### src/rtl/core/urx_pkg.sv
// ----------------------------------------------------------------------------
// urx_pkg
// types and constants shared by the serial frame receiver files
// ----------------------------------------------------------------------------
`timescale 1ns / 1ps
`default_nettype none

package urx_pkg;

   // frame phases
   typedef enum logic [1:0] {
      PH_IDLE   = 2'd0,
      PH_DATA   = 2'd1,
      PH_PARITY = 2'd2,
      PH_STOP   = 2'd3
   } phase_type;

   // register indexes on the csr channel
   localparam int unsigned CSR_INDEX_W = 2;
   localparam int unsigned CSR_DATA_W  = 4;

   localparam logic [CSR_INDEX_W-1:0] CSR_DATA_BITS   = 2'd0;
   localparam logic [CSR_INDEX_W-1:0] CSR_PARITY_MODE = 2'd1;
   localparam logic [CSR_INDEX_W-1:0] CSR_STOP_BITS   = 2'd2;
   localparam logic [CSR_INDEX_W-1:0] CSR_MSB_FIRST   = 2'd3;

   // parity mode codes
   localparam logic [1:0] PAR_NONE = 2'd0;
   localparam logic [1:0] PAR_EVEN = 2'd1;
   localparam logic [1:0] PAR_ODD  = 2'd2;

   // register reset values
   localparam logic [3:0] DATA_BITS_RST   = 4'd8;
   localparam logic [1:0] PARITY_MODE_RST = PAR_NONE;
   localparam logic [2:0] STOP_BITS_RST   = 3'd1;
   localparam logic       MSB_FIRST_RST   = 1'b1;

   // frame format after clamping, as used by the frame logic
   typedef struct packed {
      logic [3:0] n_data;     // 1..8
      logic [2:0] n_stop;     // 1..4
      logic       parity_on;
      logic       parity_odd;
      logic       msb_first;
   } frame_cfg_type;

endpackage

`default_nettype wire

### src/rtl/core/urx_ifs.sv
// ----------------------------------------------------------------------------
// urx channel interfaces
// valid/ready channels for line bits, received bytes and register writes
// ----------------------------------------------------------------------------
`timescale 1ns / 1ps
`default_nettype none

interface urx_bit_if;
   logic valid;
   logic ready;
   logic line_bit;

   modport source (output valid, output line_bit, input ready);
   modport sink   (input valid, input line_bit, output ready);
endinterface

interface urx_byte_if;
   logic       valid;
   logic       ready;
   logic [7:0] received_byte;

   modport source (output valid, output received_byte, input ready);
   modport sink   (input valid, input received_byte, output ready);
endinterface

interface urx_csr_if;
   logic       valid;
   logic       ready;
   logic [1:0] index;
   logic [3:0] wdata;

   modport source (output valid, output index, output wdata, input ready);
   modport sink   (input valid, input index, input wdata, output ready);
endinterface

`default_nettype wire

### src/rtl/core/urx_csr_regs.sv
// ----------------------------------------------------------------------------
// urx_csr_regs
// frame format registers with write decode and clamping of odd settings
// ----------------------------------------------------------------------------
`timescale 1ns / 1ps
`default_nettype none

module urx_csr_regs
   import urx_pkg::*;
(
   input  wire logic                   clock,
   input  wire logic                   reset,
   input  wire logic                   wr_en,
   input  wire logic [CSR_INDEX_W-1:0] wr_index,
   input  wire logic [CSR_DATA_W-1:0]  wr_data,
   output frame_cfg_type               cfg
);

   logic [3:0] data_bits_ff,   data_bits_in;
   logic [1:0] parity_mode_ff, parity_mode_in;
   logic [2:0] stop_bits_ff,   stop_bits_in;
   logic       msb_first_ff,   msb_first_in;

   // write decode
   always_comb begin
      data_bits_in   = data_bits_ff;
      parity_mode_in = parity_mode_ff;
      stop_bits_in   = stop_bits_ff;
      msb_first_in   = msb_first_ff;
      if (wr_en) begin
         unique case (wr_index)
            CSR_DATA_BITS:   data_bits_in   = wr_data[3:0];
            CSR_PARITY_MODE: parity_mode_in = wr_data[1:0];
            CSR_STOP_BITS:   stop_bits_in   = wr_data[2:0];
            CSR_MSB_FIRST:   msb_first_in   = wr_data[0];
            default: ;
         endcase
      end
   end

   always_ff @(posedge clock) begin
      if (reset) begin
         data_bits_ff   <= DATA_BITS_RST;
         parity_mode_ff <= PARITY_MODE_RST;
         stop_bits_ff   <= STOP_BITS_RST;
         msb_first_ff   <= MSB_FIRST_RST;
      end else begin
         data_bits_ff   <= data_bits_in;
         parity_mode_ff <= parity_mode_in;
         stop_bits_ff   <= stop_bits_in;
         msb_first_ff   <= msb_first_in;
      end
   end

   // zero counts act as one, large counts saturate, unused parity code is none
   always_comb begin
      if (data_bits_ff == 4'd0)      cfg.n_data = 4'd1;
      else if (data_bits_ff > 4'd8)  cfg.n_data = 4'd8;
      else                           cfg.n_data = data_bits_ff;

      if (stop_bits_ff == 3'd0)      cfg.n_stop = 3'd1;
      else if (stop_bits_ff > 3'd4)  cfg.n_stop = 3'd4;
      else                           cfg.n_stop = stop_bits_ff;

      cfg.parity_on  = (parity_mode_ff == PAR_EVEN) || (parity_mode_ff == PAR_ODD);
      cfg.parity_odd = (parity_mode_ff == PAR_ODD);
      cfg.msb_first  = msb_first_ff;
   end

endmodule

`default_nettype wire

### src/rtl/core/uart_frame_receiver.sv
// a good frame's byte is registered and shown in the cycle after its last stop bit is taken
// throughput: one line bit per cycle; ready drops only while a byte waits unread
// the frame state is updated in the cycle a bit is taken, the byte goes to an
// output register that frees itself in the same cycle it is read
// reset (synchronous, active high) returns to idle and restores register defaults
// ----------------------------------------------------------------------------
// uart_frame_receiver
// serial frame receiver taking one sampled line level per baud period
// ----------------------------------------------------------------------------
`timescale 1ns / 1ps
`default_nettype none

module uart_frame_receiver
   import urx_pkg::*;
(
   input  wire logic  clock,
   input  wire logic  reset,
   urx_bit_if.sink    req,
   urx_byte_if.source rsp,
   urx_csr_if.sink    csr
);

   frame_cfg_type cfg;

   phase_type  phase_ff,  phase_in;
   logic [3:0] count_ff,  count_in;
   logic [7:0] shift_ff,  shift_in;
   logic       par_ff,    par_in;
   logic       out_vld_ff, out_vld_in;
   logic [7:0] out_byte_ff, out_byte_in;

   logic       accept;
   logic       bit_val;
   logic [3:0] count_inc;
   logic       data_done;
   logic       stop_done;
   logic       emit;
   logic [3:0] lsb_pos;

   // configuration registers
   assign csr.ready = 1'b1;

   urx_csr_regs u_csr_regs (
      .clock    (clock),
      .reset    (reset),
      .wr_en    (csr.valid),
      .wr_index (csr.index),
      .wr_data  (csr.wdata),
      .cfg      (cfg)
   );

   // input handshake
   assign req.ready = !out_vld_ff || rsp.ready;
   assign accept    = req.valid && req.ready;
   assign bit_val   = req.line_bit;

   // phase counters
   assign count_inc = count_ff + 4'd1;
   assign data_done = (count_inc >= cfg.n_data);
   assign stop_done = (count_inc >= {1'b0, cfg.n_stop});
   assign lsb_pos   = cfg.n_data - 4'd1;

   // next phase
   always_comb begin
      phase_in = phase_ff;
      if (accept) begin
         unique case (phase_ff)
            PH_IDLE: begin
               if (!bit_val) phase_in = PH_DATA;
            end
            PH_DATA: begin
               if (data_done) phase_in = cfg.parity_on ? PH_PARITY : PH_STOP;
            end
            PH_PARITY: begin
               phase_in = PH_STOP;
            end
            PH_STOP: begin
               if (!bit_val || stop_done) phase_in = PH_IDLE;
            end
            default: phase_in = PH_IDLE;
         endcase
      end
   end

   // frame datapath and result
   always_comb begin
      count_in = count_ff;
      shift_in = shift_ff;
      par_in   = par_ff;
      emit     = 1'b0;
      if (accept) begin
         unique case (phase_ff)
            PH_IDLE: begin
               if (!bit_val) begin
                  count_in = 4'd0;
                  shift_in = 8'd0;
                  par_in   = cfg.parity_on && cfg.parity_odd;
               end
            end
            PH_DATA: begin
               if (cfg.msb_first) shift_in = {shift_ff[6:0], bit_val};
               else shift_in = (shift_ff >> 1) | (8'(bit_val) << lsb_pos[2:0]);
               par_in   = par_ff ^ bit_val;
               count_in = count_inc;
               if (data_done) begin
                  count_in = 4'd0;
                  // no parity: clear the accumulator so it reads as no error
                  if (!cfg.parity_on) par_in = 1'b0;
               end
            end
            PH_PARITY: begin
               par_in   = par_ff ^ bit_val;
               count_in = 4'd0;
            end
            PH_STOP: begin
               if (!bit_val) begin
                  count_in = 4'd0;
               end else begin
                  count_in = count_inc;
                  if (stop_done) begin
                     count_in = 4'd0;
                     emit     = !par_ff;
                  end
               end
            end
            default: ;
         endcase
      end
   end

   // output register
   always_comb begin
      out_vld_in  = out_vld_ff;
      out_byte_in = out_byte_ff;
      if (emit) begin
         out_vld_in  = 1'b1;
         out_byte_in = shift_ff;
      end else if (rsp.ready) begin
         out_vld_in = 1'b0;
      end
   end

   always_ff @(posedge clock) begin
      if (reset) begin
         phase_ff   <= PH_IDLE;
         count_ff   <= 4'd0;
         shift_ff   <= 8'd0;
         par_ff     <= 1'b0;
         out_vld_ff <= 1'b0;
      end else begin
         phase_ff   <= phase_in;
         count_ff   <= count_in;
         shift_ff   <= shift_in;
         par_ff     <= par_in;
         out_vld_ff <= out_vld_in;
      end
   end

   always_ff @(posedge clock) begin
      out_byte_ff <= out_byte_in;
   end

   assign rsp.valid         = out_vld_ff;
   assign rsp.received_byte = out_byte_ff;

endmodule

`default_nettype wire

### src/flat_wrapper.sv
// flat-port wrapper written by rule: the top's interface ports become plain ports
module uart_frame_receiver_flat import urx_pkg::*;
  (clock, reset, req_valid, req_line_bit, req_ready, rsp_valid, rsp_received_byte, rsp_ready, csr_valid, csr_index, csr_wdata, csr_ready);
  urx_bit_if req_i ();
  urx_byte_if rsp_i ();
  urx_csr_if csr_i ();
  input  wire logic clock;
  input  wire logic reset;
  input wire logic [$bits(req_i.valid)-1:0] req_valid;
  input wire logic [$bits(req_i.line_bit)-1:0] req_line_bit;
  output wire logic [$bits(req_i.ready)-1:0] req_ready;
  output wire logic [$bits(rsp_i.valid)-1:0] rsp_valid;
  output wire logic [$bits(rsp_i.received_byte)-1:0] rsp_received_byte;
  input wire logic [$bits(rsp_i.ready)-1:0] rsp_ready;
  input wire logic [$bits(csr_i.valid)-1:0] csr_valid;
  input wire logic [$bits(csr_i.index)-1:0] csr_index;
  input wire logic [$bits(csr_i.wdata)-1:0] csr_wdata;
  output wire logic [$bits(csr_i.ready)-1:0] csr_ready;
  assign req_i.valid = req_valid;
  assign req_i.line_bit = req_line_bit;
  assign req_ready = req_i.ready;
  assign rsp_valid = rsp_i.valid;
  assign rsp_received_byte = rsp_i.received_byte;
  assign rsp_i.ready = rsp_ready;
  assign csr_i.valid = csr_valid;
  assign csr_i.index = csr_index;
  assign csr_i.wdata = csr_wdata;
  assign csr_ready = csr_i.ready;
  uart_frame_receiver u_core (.clock(clock), .reset(reset), .req(req_i), .rsp(rsp_i), .csr(csr_i));
endmodule
### config.mk
export PLATFORM = sky130hd
export DESIGN_NAME = uart_frame_receiver_flat
export DESIGN_NICKNAME = d
export VERILOG_FILES = /design/src/rtl/core/urx_pkg.sv /design/src/rtl/core/urx_ifs.sv /design/src/rtl/core/urx_csr_regs.sv /design/src/rtl/core/uart_frame_receiver.sv /design/src/flat_wrapper.sv
export SDC_FILE = /design/constraint.sdc
export NUM_CORES = 1
export LEC_CHECK = 0
export ABC_AREA = 1
export BUFFER_PORTS_ARGS = -buffer_cell sky130_fd_sc_hd__buf_2
export CAP_MARGIN = 20
export CORE_MARGIN = 4
export CORE_UTILIZATION = 50
export CTS_BUF_LIST = sky130_fd_sc_hd__clkbuf_16
export DETAILED_ROUTE_END_ITERATION = 10
export PLACE_DENSITY = 0.66
export SLEW_MARGIN = 20
export SYNTH_ARGS = -nofsm -noshare
export SYNTH_HDL_FRONTEND = slang
export SYNTH_HIERARCHICAL = 1
export SYNTH_SLANG_ARGS = --single-unit
### constraint.sdc
create_clock -name clock -period 2.49 [get_ports clock]
set_input_delay 0.747 -clock clock [delete_from_list [all_inputs] [get_ports clock]]
set_output_delay 0.747 -clock clock [all_outputs]
set_load 0.02 [all_outputs]
==> impl_metrics.ini <==
[synthesis]
ys_async_sr_fraction_pct = 0
synth_cells = 263
synth_edf_count = 8
ys.warnings.count = 6
ys.flop_type = dfxtp_1
synth_nets = 289
synth_top_family_by_area = simple AND/OR/NAND/NOR gates
syn_area_um2 = 1987
seq_area_frac_synth_pct = 38.29
muxShareOfSynthArea_pct = 0
yosysUniqueCellTypes = 31
synth-seq-cells = 34
synth_compound_area_share_pct = 12.78
syn_avg_cell_area_um2 = 7.555
synth_xor_area_share_pct = 1.322
yosys.area_share.adder_pct = 8.816
synthSimpleGateAreaFrac_pct = 28.40

[cts]
postCtsSetupRepairBufs = 0
cts_root_buf = clkbuf_16
cts_resized = 0
clock-sinks = 34
clk_latency_ns = 0.28
cts-hold-fix-buffers = 0
cts_tree = done
numCtsBuffers = 5
path_clk_slew_ns = 0.05
htreeDepth = 2
clk_path_buf_depth = 2

[timing]
fin_crit_ns = 2.009
hold_viol = 0
post-route-period-util_pct = 80.67
rsz0062_at_grt = no
skew_ns = 0.002403
fin_setup_tns_ns = 0
fmax_mhz = 497.9
slew_viol_final = 0
setup_viol = 0

[global_route]
groute.usage.overall_pct = 16.76
grt_pass1_wl_um = 6955
busiest_layer = met2
antenna_found_initial = 0
first_global_vias = 1578
globalRoute.totalOverflow = 0
grtUsageMet3_pct = 4.545
gr-usage-met1_pct = 21.65
grtUsageMet2_pct = 27.19
grt_max_degree = 15

[final_layout]
fin_cells = 334
drive_gt1_share_pct = 17.48
nNetsFinal = 311
final_cell_mix = nand2_1 (55), inv_1 (34), nor2_1 (29)
antenna_cells = 0
final_common_cell = nand2_1
syn_to_final_growth_pct = 13.85

[pwr]
powerDensity_nw_per_um2 = 632.4
ir_worst_vdd_mv = 0.2988
p_leak_nw = 1.026
total_power_mw = 1.431

[detailed_routing]
post_drt_wl_per_cell_um = 11.72
route.detailed.drc = 0
drtAntennaViolNets = 0
num_vias = 1698
drtPass1Iterations = 4
drt_iter0_markers = 99
routed_wl_um = 3914
routed_via_density = 5.084

[floorplan]
die_y_um = 71.04
start_util_pct = 53.07
fp-row-count = 22
core_area_um2 = 3744
die-area_um2 = 5047
fp.dieW_um = 71.04
io-pin-count = 23

[place]
port_buffers = 21
place_hpwl_um = 2985
dp_cells = 326
gp_congestion = 0.8820

[critical_path]
cp-start-kind = flip-flop
critPathKind = flip-flop to flip-flop
worst_ep_required_time_ns = 2.70
cp-end-kind = flip-flop
path_max_fanout = 6
cp-startpoint = u_core/count_ff[0]
r2r-start = u_core/count_ff[0]
arrival_ns = 2.22

[flow_run]
drv_cap = 0

[min_path]
min-delay-start = u_core/shift_ff[7]
holdCritPathClass = flip-flop to flip-flop

[outcome]
status = completed
==> path summary, 6_finish.rpt <==
path / to / slack, ns / cells past startpoint
max: u_core/count_ff[1] / 0.48 / 10
min: u_core/rsp.received_byte[7] / 0.48 / 0
max reg2reg: u_core/count_ff[1] / 0.48 / 10
min reg2reg: u_core/rsp.received_byte[7] / 0.48 / 0
==> Yosys cell counts, types with 2 or more instances <==
cell type / instances / area [µm²]
inv_1: 34 / 127.6
nand4_2: 2 / 25.02
nand2_1: 55 / 206.5
inv_2: 6 / 22.52
nor3_2: 3 / 30.03
clkinv_1: 2 / 7.510
a21oi_1: 25 / 125.1
nand2_2: 2 / 12.51
xor2_1: 2 / 17.52
nor2_4: 2 / 22.52
nand4_1: 5 / 31.28
o21ai_0: 2 / 10.01
ha_1: 14 / 175.2
nor2_1: 29 / 108.9
o211ai_1: 8 / 60.06
o21ai_1: 3 / 15.01
buf_4: 3 / 22.52
dfxtp_1: 26 / 520.5
nor3_1: 2 / 10.01
clkbuf_1: 3 / 11.26
nand3_1: 18 / 90.09
edfxtp_1: 8 / 240.2
==> critical path, stage by stage, from the launching register on <==
cell,delay (ns)
dfxtp_1,0.42
ha_1,0.19
xor2_1,0.25
ha_1,0.28
nand2_1,0.07
clkinv_1,0.06
o21ai_1,0.10
nand4_2,0.17
nand2_1,0.18
nand3_1,0.09
a21oi_1,0.12
==> sequential cells by signal (all words and copies together), names as in the netlist <==
name,cells
u_core/u_csr_regs/stop_bits_ff,3
u_core/rsp.received_byte,8
u_core/count_ff,4
u_core/u_csr_regs/data_bits_ff,4
u_core/rsp.valid,1
u_core/u_csr_regs/parity_mode_ff,2
u_core/phase_ff,2
u_core/shift_ff,8
u_core/par_ff,1
u_core/u_csr_regs/msb_first_ff,1
==> through the flow <==
step | utilization [%] | setup WS (ns) | hold WS [ns] | area (µm²)
after global placement | 56.65 | 0.5801 | 0.4610 | 2121
final | 60.43 | 0.4814 | 0.4796 | 2262
after global routing | 60.43 | 0.1671 | 0.4937 | 2262
after detailed placement | 56.65 | 0.5121 | 0.4644 | 2121
after CTS | 60.43 | 0.4950 | 0.4794 | 2262
after floorplan | - | 0.6117 | 0.4270 | 1987
==> final cells by class <==
| cell class | instances | area, µm² |
|---|---|---|
| multi-input combinational | 179 | 1023 |
| inverter | 43 | 163.9 |
| clock inverter | 3 | 16.27 |
| clock buffer | 5 | 125.1 |
| tap | 48 | 60.06 |
| timing repair buffer | 22 | 112.6 |
| fill | 354 | 1481 |
| sequential | 34 | 760.7 |
==> per-layer routing <==
layer	vias up	share of wire, %	routed length (µm)
met5	-	0	0
met4	0	1.7	65
met3	9	5.1	201
met2	35	45	1777
met1	759	48	1870
li1	895	-	-
==> kinds of logic (layout without fill, tap and decap cells) <==
family                   after synthesis  after routing
buffers and inverters                 50             73
AO/OA/AOI/OAI                         41             41
AND/OR/NAND/NOR                      120            120
XOR/XNOR                               3              3
other                                  1              1
adder cells (fa/ha/maj)               14             14
flip-flops                            34             34
==> report_power, final <==
group	total (mW)	internal, mW	switching, mW
clock network	0.589	0.364	0.224
logic	0.242	0.0815	0.161
registers	0.599	0.584	0.0152
total	1.43	1.03	0.401
(Power assumes the default switching activity.)
